==> config.mk <==
export PLATFORM = sky130hd
export DESIGN_NAME = dual_nfsr_keystream_generator_core
export DESIGN_NICKNAME = d
export VERILOG_FILES = /design/src/design/dnkg_pkg.sv /design/src/design/dual_nfsr_keystream_generator_core.sv /design/src/design/dnkg_nfsr.sv
export SDC_FILE = /design/constraint.sdc
export NUM_CORES = 1
export LEC_CHECK = 0
export BUFFER_PORTS_ARGS = -buffer_cell sky130_fd_sc_hd__clkbuf_2
export CAP_MARGIN = 20
export CORE_MARGIN = 3
export CORE_UTILIZATION = 35
export CTS_BUF_LIST = sky130_fd_sc_hd__clkbuf_4 sky130_fd_sc_hd__clkbuf_8
export CTS_CLUSTER_DIAMETER = 100
export DETAILED_ROUTE_END_ITERATION = 6
export PLACE_DENSITY_LB_ADDON = 0.15
export SYNTH_ARGS = -nofsm -noshare
export SYNTH_HDL_FRONTEND = slang
export SYNTH_SLANG_ARGS = --single-unit
==> constraint.sdc <==
create_clock -name i_clk -period 7 [get_ports i_clk]
set_input_delay 0.7 -clock i_clk [delete_from_list [all_inputs] [get_ports i_clk]]
set_output_delay 0.7 -clock i_clk [all_outputs]
set_load 0.1 [all_outputs]
==> src/design/dnkg_pkg.sv <==
// Shared constants, control struct and register update functions of the dual NFSR generator.
package dnkg_pkg;

    localparam int WORD_BITS_DEF = 64;
    localparam int LONG_W        = 90;
    localparam int SHORT_W       = 31;
    localparam int KEY_LO_W      = 64;
    localparam int KEY_HI_W      = 56;
    localparam int IV_W          = 64;
    localparam int CNT_W         = 7;
    localparam int MIX_STEPS     = 128;
    localparam int DIFF_STEPS    = 128;

    // input kinds
    localparam logic KIND_INIT = 1'b0;
    localparam logic KIND_GEN  = 1'b1;

    // result status codes
    localparam logic [1:0] STATUS_GEN       = 2'd0;
    localparam logic [1:0] STATUS_NO_INIT   = 2'd1;
    localparam logic [1:0] STATUS_INIT_DONE = 2'd2;

    // configuration register indexes
    localparam logic [1:0] CFG_KEY_LOW  = 2'd0;
    localparam logic [1:0] CFG_KEY_HIGH = 2'd1;
    localparam logic [1:0] CFG_IV       = 2'd2;

    // per-cycle command to the shift register pair
    typedef struct packed {
        logic load;
        logic step;
        logic mix;
        logic key_add;
    } t_nfsr_ctl;

    // output bit of the current state
    function automatic logic out_bit(input logic [LONG_W-1:0] b, input logic [SHORT_W-1:0] s);
        logic l, q, t, tt;
        l  = b[7] ^ b[11] ^ b[30] ^ b[40] ^ b[45] ^ b[54] ^ b[71];
        q  = (b[4] & b[21]) ^ (b[9] & b[52]) ^ (b[18] & b[37]) ^ (b[44] & b[76]);
        t  = b[5] ^ (b[8] & b[82]) ^ (b[34] & b[67] & b[73])
           ^ (b[2] & b[28] & b[41] & b[65])
           ^ (b[13] & b[29] & b[50] & b[64] & b[75])
           ^ (b[6] & b[14] & b[26] & b[32] & b[47] & b[61])
           ^ (b[1] & b[19] & b[27] & b[43] & b[57] & b[66] & b[78]);
        tt = s[23] ^ (s[3] & s[16]) ^ (s[9] & s[13] & b[48])
           ^ (s[1] & s[24] & b[38] & b[63]);
        return l ^ q ^ t ^ tt;
    endfunction

    // feedback of the long register
    function automatic logic long_fb(input logic [LONG_W-1:0] b, input logic [SHORT_W-1:0] s);
        return s[0] ^ b[0] ^ b[24] ^ b[49] ^ b[79] ^ b[84]
             ^ (b[3] & b[59]) ^ (b[10] & b[12]) ^ (b[15] & b[16])
             ^ (b[25] & b[53]) ^ (b[35] & b[42]) ^ (b[55] & b[58])
             ^ (b[60] & b[74]) ^ (b[20] & b[22] & b[23])
             ^ (b[62] & b[68] & b[72]) ^ (b[77] & b[80] & b[81] & b[83]);
    endfunction

    // feedback of the short register
    function automatic logic short_fb(input logic [SHORT_W-1:0] s);
        return s[0] ^ s[2] ^ s[5] ^ s[6] ^ s[15] ^ s[17] ^ s[18] ^ s[20] ^ s[25]
             ^ (s[8] & s[18]) ^ (s[8] & s[20]) ^ (s[12] & s[21]) ^ (s[14] & s[19])
             ^ (s[17] & s[21]) ^ (s[20] & s[22]) ^ (s[4] & s[12] & s[22])
             ^ (s[4] & s[19] & s[22]) ^ (s[7] & s[20] & s[21])
             ^ (s[8] & s[18] & s[22]) ^ (s[8] & s[20] & s[22])
             ^ (s[12] & s[19] & s[22]) ^ (s[20] & s[21] & s[22])
             ^ (s[4] & s[7] & s[12] & s[21]) ^ (s[4] & s[7] & s[19] & s[21])
             ^ (s[4] & s[12] & s[21] & s[22]) ^ (s[4] & s[19] & s[21] & s[22])
             ^ (s[7] & s[8] & s[18] & s[21]) ^ (s[7] & s[8] & s[20] & s[21])
             ^ (s[7] & s[12] & s[19] & s[21]) ^ (s[8] & s[18] & s[21] & s[22])
             ^ (s[8] & s[20] & s[21] & s[22]) ^ (s[12] & s[19] & s[21] & s[22]);
    endfunction

endpackage

==> src/design/dual_nfsr_keystream_generator_core.sv <==
// Initialize: load at the accepting edge, 128 mixing steps, a key addition, 128 diffusion steps;
// the result then passes from S_DONE into the output register once that is free.
// Generate: WORD_BITS shifts into the word register (bits past i_bit_count are zero),
// then via S_DONE to the output register; a generate before initialize goes to S_DONE.
// One word is worked on at a time; the next is taken while a result waits at the output.
// Reset (synchronous, active low) clears key, IV, shift registers and the initialized flag.
module dual_nfsr_keystream_generator_core #(
    parameter int WORD_BITS = dnkg_pkg::WORD_BITS_DEF
) (
    input  logic                          i_clk,
    input  logic                          i_rst_n,
    // configuration
    input  logic                          i_cfg_wr_en,
    input  logic [1:0]                    i_cfg_index,
    input  logic [dnkg_pkg::KEY_LO_W-1:0] i_cfg_data,
    // input words
    input  logic                          i_in_valid,
    output logic                          o_in_ready,
    input  logic                          i_kind,
    input  logic [6:0]                    i_bit_count,
    // result words
    output logic                          o_out_valid,
    input  logic                          i_out_ready,
    output logic [WORD_BITS-1:0]          o_keystream_word,
    output logic [1:0]                    o_status
);
    import dnkg_pkg::*;

    localparam logic [2:0] S_IDLE   = 3'd0;
    localparam logic [2:0] S_MIX    = 3'd1;
    localparam logic [2:0] S_KEYADD = 3'd2;
    localparam logic [2:0] S_DIFF   = 3'd3;
    localparam logic [2:0] S_GEN    = 3'd4;
    localparam logic [2:0] S_DONE   = 3'd5;

    localparam logic [CNT_W-1:0] WB_CNT   = CNT_W'(WORD_BITS);
    localparam logic [CNT_W-1:0] GEN_LAST = CNT_W'(WORD_BITS - 1);
    localparam logic [CNT_W-1:0] MIX_LAST = CNT_W'(MIX_STEPS - 1);
    localparam logic [CNT_W-1:0] DIF_LAST = CNT_W'(DIFF_STEPS - 1);

    logic [KEY_LO_W-1:0]  r_key_low;
    logic [KEY_HI_W-1:0]  r_key_high;
    logic [IV_W-1:0]      r_iv;
    logic [2:0]           r_state, n_state;
    logic [CNT_W-1:0]     r_cnt,   n_cnt;
    logic [CNT_W-1:0]     r_count, n_count;
    logic [WORD_BITS-1:0] r_word,  n_word;
    logic [1:0]           r_status, n_status;
    logic                 r_init,  n_init;
    logic                 r_out_valid;
    logic [WORD_BITS-1:0] r_out_word;
    logic [1:0]           r_out_status;
    logic                 accept;
    logic                 gen_live;
    logic                 ks_bit;
    logic                 out_free;
    t_nfsr_ctl            ctl;

    assign o_in_ready       = (r_state == S_IDLE);
    assign accept           = i_in_valid & o_in_ready;
    assign out_free         = !r_out_valid || i_out_ready;
    assign gen_live         = (r_cnt < r_count);
    assign o_out_valid      = r_out_valid;
    assign o_keystream_word = r_out_word;
    assign o_status         = r_out_status;

    // configuration writes; indexes beyond the list are dropped
    always_ff @(posedge i_clk) begin
        if (!i_rst_n) begin
            r_key_low  <= '0;
            r_key_high <= '0;
            r_iv       <= '0;
        end else if (i_cfg_wr_en) begin
            unique case (i_cfg_index)
                CFG_KEY_LOW:  r_key_low  <= i_cfg_data;
                CFG_KEY_HIGH: r_key_high <= i_cfg_data[KEY_HI_W-1:0];
                CFG_IV:       r_iv       <= i_cfg_data;
                default:      ;
            endcase
        end
    end

    // commands to the shift register pair
    always_comb begin
        ctl.load    = accept && (i_kind == KIND_INIT);
        ctl.mix     = (r_state == S_MIX);
        ctl.key_add = (r_state == S_KEYADD);
        ctl.step    = (r_state == S_MIX) || (r_state == S_DIFF)
                   || ((r_state == S_GEN) && gen_live);
    end

    dnkg_nfsr u_nfsr (
        .i_clk      (i_clk),
        .i_rst_n    (i_rst_n),
        .i_ctl      (ctl),
        .i_key_low  (r_key_low),
        .i_key_high (r_key_high),
        .i_iv       (r_iv),
        .o_out_bit  (ks_bit)
    );

    // sequencer
    always_comb begin
        n_state  = r_state;
        n_cnt    = r_cnt;
        n_count  = r_count;
        n_word   = r_word;
        n_status = r_status;
        n_init   = r_init;
        unique case (r_state)
            S_IDLE: begin
                if (accept) begin
                    n_cnt  = '0;
                    n_word = '0;
                    if (i_kind == KIND_INIT) begin
                        n_status = STATUS_INIT_DONE;
                        n_state  = S_MIX;
                    end else if (!r_init) begin
                        n_status = STATUS_NO_INIT;
                        n_state  = S_DONE;
                    end else begin
                        n_status = STATUS_GEN;
                        n_count  = (i_bit_count > WB_CNT) ? WB_CNT : i_bit_count;
                        n_state  = S_GEN;
                    end
                end
            end
            S_MIX: begin
                n_cnt = r_cnt + 1'b1;
                if (r_cnt == MIX_LAST) begin
                    n_cnt   = '0;
                    n_state = S_KEYADD;
                end
            end
            S_KEYADD: begin
                n_state = S_DIFF;
            end
            S_DIFF: begin
                n_cnt = r_cnt + 1'b1;
                if (r_cnt == DIF_LAST) begin
                    n_init  = 1'b1;
                    n_state = S_DONE;
                end
            end
            S_GEN: begin
                // shift in at the top; after WORD_BITS shifts the first bit sits in bit 0
                n_word = (r_word >> 1)
                       | (WORD_BITS'(ks_bit & gen_live) << (WORD_BITS - 1));
                n_cnt  = r_cnt + 1'b1;
                if (r_cnt == GEN_LAST) begin
                    n_state = S_DONE;
                end
            end
            S_DONE: begin
                if (out_free) begin
                    n_state = S_IDLE;
                end
            end
            default: begin
                n_state = S_IDLE;
            end
        endcase
    end

    always_ff @(posedge i_clk) begin
        if (!i_rst_n) begin
            r_state <= S_IDLE;
            r_cnt   <= '0;
            r_init  <= 1'b0;
        end else begin
            r_state <= n_state;
            r_cnt   <= n_cnt;
            r_init  <= n_init;
        end
    end

    always_ff @(posedge i_clk) begin
        r_count  <= n_count;
        r_word   <= n_word;
        r_status <= n_status;
    end

    // output register: hold until taken
    always_ff @(posedge i_clk) begin
        if (!i_rst_n) begin
            r_out_valid <= 1'b0;
        end else if ((r_state == S_DONE) && out_free) begin
            r_out_valid <= 1'b1;
        end else if (i_out_ready) begin
            r_out_valid <= 1'b0;
        end
    end

    always_ff @(posedge i_clk) begin
        if ((r_state == S_DONE) && out_free) begin
            r_out_word   <= r_word;
            r_out_status <= r_status;
        end
    end

endmodule

==> src/design/dnkg_nfsr.sv <==
// 90-bit and 31-bit NFSR pair: load, key addition, one step a cycle on i_ctl.step.
module dnkg_nfsr (
    input  logic                          i_clk,
    input  logic                          i_rst_n,
    input  dnkg_pkg::t_nfsr_ctl           i_ctl,
    input  logic [dnkg_pkg::KEY_LO_W-1:0] i_key_low,
    input  logic [dnkg_pkg::KEY_HI_W-1:0] i_key_high,
    input  logic [dnkg_pkg::IV_W-1:0]     i_iv,
    output logic                          o_out_bit
);
    import dnkg_pkg::*;

    logic [LONG_W-1:0]  r_long,  n_long;
    logic [SHORT_W-1:0] r_short, n_short;
    logic [SHORT_W-2:0] key_short;
    logic               extra;
    logic               fb_l, fb_s;

    assign key_short = i_key_high[KEY_HI_W-1:LONG_W-KEY_LO_W];
    assign o_out_bit = out_bit(r_long, r_short);

    // feed the output bit back during mixing
    assign extra = i_ctl.mix & o_out_bit;
    assign fb_l  = long_fb(r_long, r_short) ^ extra;
    assign fb_s  = short_fb(r_short) ^ extra;

    // next state
    always_comb begin
        n_long  = r_long;
        n_short = r_short;
        if (i_ctl.load) begin
            n_long  = {i_key_high[LONG_W-KEY_LO_W-1:0], i_key_low ^ i_iv};
            n_short = {1'b1, ~key_short[SHORT_W-2], key_short[SHORT_W-3:0]};
        end else if (i_ctl.key_add) begin
            n_long  = r_long ^ {i_key_high[LONG_W-KEY_LO_W-1:0], i_key_low};
            n_short = (r_short ^ {1'b0, key_short}) | {1'b1, {(SHORT_W-1){1'b0}}};
        end else if (i_ctl.step) begin
            n_long  = {fb_l, r_long[LONG_W-1:1]};
            n_short = {fb_s, r_short[SHORT_W-1:1]};
        end
    end

    always_ff @(posedge i_clk) begin
        if (!i_rst_n) begin
            r_long  <= '0;
            r_short <= '0;
        end else begin
            r_long  <= n_long;
            r_short <= n_short;
        end
    end

endmodule
# Word-level counts from Yosys, hierarchy flattened
# Cells that the tools add are included.
[totals]
wordCells = 240
regBits = 456
[classes]
eq_ne = 14
n_reduce_logical = 23
order_cmp = 2
bitwise_logic = 164
mux = 22
add_sub_neg = 1
[op_table]
columns = ["operator", "count"]
rows = [
  ["2-to-1 mux 90 bit", 3],
  ["one-hot mux 64 bit (2 select lines)", 1],
  ["2-to-1 mux 31 bit", 3],
  ["XOR 90 bit", 1],
  ["bitwise AND 1 bit", 89],
  ["XOR 1 bit", 69],
  ["2-to-1 mux 64 bit", 1],
  ["OR 63 x 64 -> 64 bit", 1],
  ["XOR 64 bit", 1],
  ["XOR 30 bit", 1],
  ["one-hot mux 7 bit (3 select lines)", 1],
  ["2-to-1 mux 3 bit", 6],
  ["one-hot mux 3 bit (6 select lines)", 1],
  ["2-to-1 mux 7 bit", 2],
  ["AND reduction 2 bit", 7],
  ["adder 7 x 1 -> 7 bit (second input constant)", 1],
  ["equality test 7 x 6 -> 1 bit (second input constant)", 1],
  ["equality test 7 bit (second input constant)", 1],
  ["> comparator 7 bit (second input constant)", 1],
  ["< comparator 7 bit", 1],
  ["equality test 3 x 2 -> 1 bit (second input constant)", 2],
  ["equality test 3 bit (second input constant)", 2],
  ["inequality test 2 x 1 -> 1 bit (second input constant)", 3],
  ["nonzero test 3 bit", 2],
  ["other kinds (15)", 25],
]

# Longest topological paths before layout
[depth]
word_depth = 35
ltp_mapped = 11
ltp_nobuf = 10

# Modules after synthesis
# A second synthesis with hierarchy kept.
[hier_totals]
cells_unflattened = 2378
hier_area_um2 = 20623.5
[modules_own_cells]
columns = ["module", "seq_area_each_um2", "n_inst", "area_per_inst_um2", "cells_per_inst"]
rows = [
  ["dual_nfsr_keystream_generator_core", 8097.8, 1, 11761.3, 1128],
  ["dnkg_nfsr", 2422.3, 1, 8862.2, 1250],
]

# Least setup slack after synthesis
# No wires, ideal clock.
[synth_path]
path_type = "register to register"
startpoint = "reg r_state[1]"
endpoint = "reg r_word[0] (enable)"
n_path_buf = 1
setup_time_ns = 0.424
arrival_time_ns = 4.525
path_slack_ns = 2.051
path_stages_with_launch = 5
cell_sequence = "dfxtp_1 > buf_2 > nor3_1 > nand2_1 > nand2_1"
[synth_between]
elab_chain_len = 4
word_cells_on_any_way = 6
classes_between = "2 x eq/ne; 1 x bitwise; 3 x reduce/logical"
[synth_rtl]
columns = ["item", "line_no", "text"]
rows = [
  ["start, declared", "dual_nfsr_keystream_generator_core.sv:44", "logic [2:0] r_state, n_state;"],
  ["start signal, assigned", "dual_nfsr_keystream_generator_core.sv:171", "r_state <= n_state;"],
  ["logical NOT 3 bit *", "dual_nfsr_keystream_generator_core.sv:59", "assign o_in_ready = (r_state == S_IDLE);"],
  ["via o_in_ready", "dual_nfsr_keystream_generator_core.sv:18", "output logic o_in_ready,"],
  ["bitwise AND 1 bit", "dual_nfsr_keystream_generator_core.sv:60", "assign accept = i_in_valid & o_in_ready;"],
  ["inequality test 2 x 1 -> 1 bit (no line)", "--", ""],
  ["AND reduction 2 bit (no line) *", "--", ""],
  ["end signal, assigned", "dual_nfsr_keystream_generator_core.sv:179", "r_word <= n_word;"],
  ["end, declared", "dual_nfsr_keystream_generator_core.sv:47", "logic [WORD_BITS-1:0] r_word, n_word;"],
]
# The timed path passes the listed nets; every way through them passes the cells marked *.
# A chain may end at the register's enable or synchronous reset.

# Worst setup path after layout
[layout_path]
startpoint = "reg r_state[0]"
endpoint = "reg u_nfsr.r_long[31]"
[layout_between]
elab_chain_len = 4
word_cells_on_any_way = 13
classes_between = "4 x eq/ne; 2 x mux; 1 x bitwise; 6 x reduce/logical"
[layout_rtl]
columns = ["item", "line_no", "text"]
rows = [
  ["equality test 3 x 1 -> 1 bit, or another cell as far along", "dual_nfsr_keystream_generator_core.sv:88", "ctl.step = (r_state == S_MIX) || (r_state == S_DIFF)"],
  ["logical OR 1 bit, or another cell as far along", "dual_nfsr_keystream_generator_core.sv:88", ""],
  ["logical OR 1 bit / logical AND 1 bit (equally long branches)", "dual_nfsr_keystream_generator_core.sv:89, dual_nfsr_keystream_generator_core.sv:85", ""],
  ["nonzero test 3 bit (no line) / 2-to-1 mux 90 bit (equally long branches)", "--", ""],
  ["end signal, assigned", "dnkg_nfsr.sv:48", "r_long <= n_long;"],
  ["end, declared", "dnkg_nfsr.sv:13", "logic [LONG_W-1:0] r_long, n_long;"],
]
# Several ways; a longest one is shown, not always the timed one.

==> results.yml <==
placement:
  port_buffers: 146
  place_congestion: 0.803
  pre_cts_ws_ns: 2.71
  post-dp-hpwl_um: 33900
  dpl_cell_area_mm2: 0.0215
timing:
  finalCritPeriodShare: 0.537
  holdWs_ns: 0.296
  drv_slew: 0
  setup_slack_ns: 3.24
  rsz0062_at_grt: "false"
  finalSetupViolCount: 0
  worstMarginPinSlew_ns: 0.977
  slew-limit-headroom: 0.349
  layout_min_cycle_time_ns: 3.76
  fmax_ghz: 0.266
  setup_tns_ns: 0
  hold_violations: 0
  clock_skew_ns: 0.0215
detailed_routing:
  vias: 16500
  avgViaCountPerCell: 5.27
  drc: 0
  drt_iter0_markers: 1205
  firstDrtPassIters: 5
  wl_per_cell_um: 18.3
  ant_nets: 0
  drt_wl_total_um: 57200
power:
  powerDensity_mw_per_mm2: 268
  ir_drop_v: 0.000126
  power_mw: 6.21
  p_leak_nw: 8.07
status:
  outcome: "complete, no violations"
critical_path:
  cp-end-kind: "flip-flop"
  crit_path_cell_trace: "nor2_4 -> nand2_1 -> a211oi_1 -> nor2_2 -> buf_4 -> nand2_4 -> buf_4 -> o211ai_1 -> a21boi_0"
  crit_fanout: 50
  slowest_stage: "buf_4"
  cp_data_arrival_time_ns: 4.32
  path_delay_family: "simple AND/OR/NAND/NOR gates"
  max_stage_delay_ns: 0.59
  cp_num_buf_inv: 2
  critPathKind: "flip-flop to flip-flop"
  crit_required_ns: 7.56
  path_common_cell: "buf_4"
  critPathLaunchType: "flip-flop"
global_routing:
  grt_pass1_wl_um: 90300
  gr-total-overflow: 0
  antenna_found_initial: 6
  grt_max_degree: 135
  track_usage: 0.186
  grt_pass1_vias: 16000
floorplanning:
  die_height_um: 247
  pin_count: 147
  core_mm2: 0.0568
  die_area_mm2: 0.0609
  rows: 87
  fp.dieW_um: 247
  start_util: 0.357
clock_network:
  postCtsSetupBuffers: 0
  htreeDepth: 3
  cts_root_buffer: "clkbuf_8"
  clkTransAtPathRegs_ns: 0.05
  clock-sinks: 456
  insertion_delay_ns: 0.66
  cts_resized: 0
  postCtsHoldBufs: 0
  cts_buffers: 81
  clockBufferDepth: 3
  cts_tree: "built"
finish:
  final_common_cell: "nand2_1"
  final_layout_size_suffix_gt1_frac: 0.134
  nNetsFinal: 2400
  syn2layout_area_growth_pct: 13.9
  layout_common_cells: "nand2_1 (527), dfxtp_1 (316), a21boi_0 (279), o21ai_0 (163), clkbuf_2 (145)"
  fin_area_mm2: 0.0231
yosys:
  ys.flop_type: "dfxtp_1"
  syn_avg_cell_area_um2: 9.03
  synth-seq-cells: 456
  synth_top_area_share: 0.313
  synth.top_cells.by_area: "dfxtp_1 (31%), edfxtp_1 (21%), a21boi_0 (10%)"
  synth_xor_area_frac: 0.0380
  synth_cell_types: 46
  yosysSeqAreaShare: 0.518
  synth_top_family_by_area: "compound AO/OA/AOI/OAI gates"
  synth_adder_area_share: 0.00432
  syn_area_mm2: 0.0203
  synth-compound-area-share: 0.245
  synth-async-reset-ratio: 0
  synth_top_cell_by_area: "dfxtp_1"
  syn_nets: 2333
  synth-edff-count: 139
  synth_warnings: 0
  yosys.area_share.simple: 0.157
  netlist_instances: 2247
  muxShareOfSynthArea: 0.00154
run:
  maxCapViolCount: 0
min_path:
  hold_class: "primary input to flip-flop"
## Yosys cell counts, types with 3 or more instances
| library cell | instances |
|---|---|
| nor2b_1 | 9 |
| a31oi_1 | 3 |
| a21oi_1 | 38 |
| o22ai_1 | 91 |
| and3_1 | 64 |
| o21ai_0 | 163 |
| buf_2 | 5 |
| edfxtp_1 | 139 |
| clkbuf_1 | 150 |
| xnor2_1 | 59 |
| inv_1 | 11 |
| xor2_1 | 17 |
| nand2_1 | 531 |
| a21boi_0 | 279 |
| nor2_1 | 108 |
| nand4_1 | 7 |
| nand3b_1 | 5 |
| nand2b_1 | 7 |
| buf_1 | 27 |
| o211ai_1 | 64 |
| nand3_1 | 16 |
| nor3b_1 | 4 |
| xnor3_1 | 4 |
| dfxtp_1 | 317 |
| a22oi_1 | 95 |
| ha_1 | 7 |
## logic make-up (layout without fill, tap and decap cells)
family	count (synthesis)	count (layout)
xor gates and xnor gates	81	81
and+or+nand+nor	763	763
AOI/OAI and AO/OA	743	743
buffers and inverters	194	314
muxes	3	3
other	0	3
DFF	456	456
adders and majority gates	7	7
## through the flow
step / utilization / cells
after detailed placement: 0.378 / 2985
after global routing: 0.407 / 3126
final: 0.407 / 3126
after global placement: 0.378 / 2985
after floorplan: - / 2247
after CTS: 0.406 / 3121
## final cells by class
cell class                 instances  area, um2
timing repair buffer             167        927
inverter                          11       41.3
clock inverter                    16       88.8
multi-input combinational       1597       9110
sequential                       456      10500
clock buffer                     120       1480
tap                              756        946
fill                            5724      33700
antenna                            3       7.51
## path summary, 6_finish.rpt
| path | startpoint | end | slack (ns) | cells after the start |
|---|---|---|---|---|
| min reg2reg | r_word[0]$_SDFFCE_PN0P_ | o_keystream_word[0]$_DFFE_PP_ | 0.42 | 0 |
| max | r_state[0]$_SDFFE_PN0P_ | u_nfsr.r_long[31]$_SDFFE_PN0P_ | 3.24 | 9 |
| max reg2reg | r_state[0]$_SDFFE_PN0P_ | u_nfsr.r_long[31]$_SDFFE_PN0P_ | 3.24 | 9 |
| min | i_cfg_data[60] | r_key_low[60]$_SDFFE_PN0P_ | 0.30 | 3 |
## state kept, by name (all words and copies together) (netlist names)
name / cells
r_state: 3
r_cnt: 7
r_iv: 64
u_nfsr.r_long: 90
o_status: 2
r_status: 2
r_key_low: 64
r_key_high: 56
u_nfsr.r_short: 31
r_init: 1
o_keystream_word: 64
r_count: 7
o_out_valid: 1
r_word: 64
## power by group
group	switching, mW	internal (mW)
sequential	0.152	2.89
combinational	0.475	0.260
clock	1.09	1.34
## tightest hold or removal path: stages
cell and delay, ns:
clkbuf_2 0.09, nand2_1 0.04, a21boi_0 0.06
## per-layer routing
layer / vias to the layer above / global-route usage / wire length (um)
met3: 101 / 0.0356 / 3110
met4: 2 / 0.0608 / 1350
li1: 8062 / - / -
met2: 424 / 0.306 / 26500
met1: 7879 / 0.247 / 26200
met5: - / 0 / 13
(Power assumes the default switching activity.)
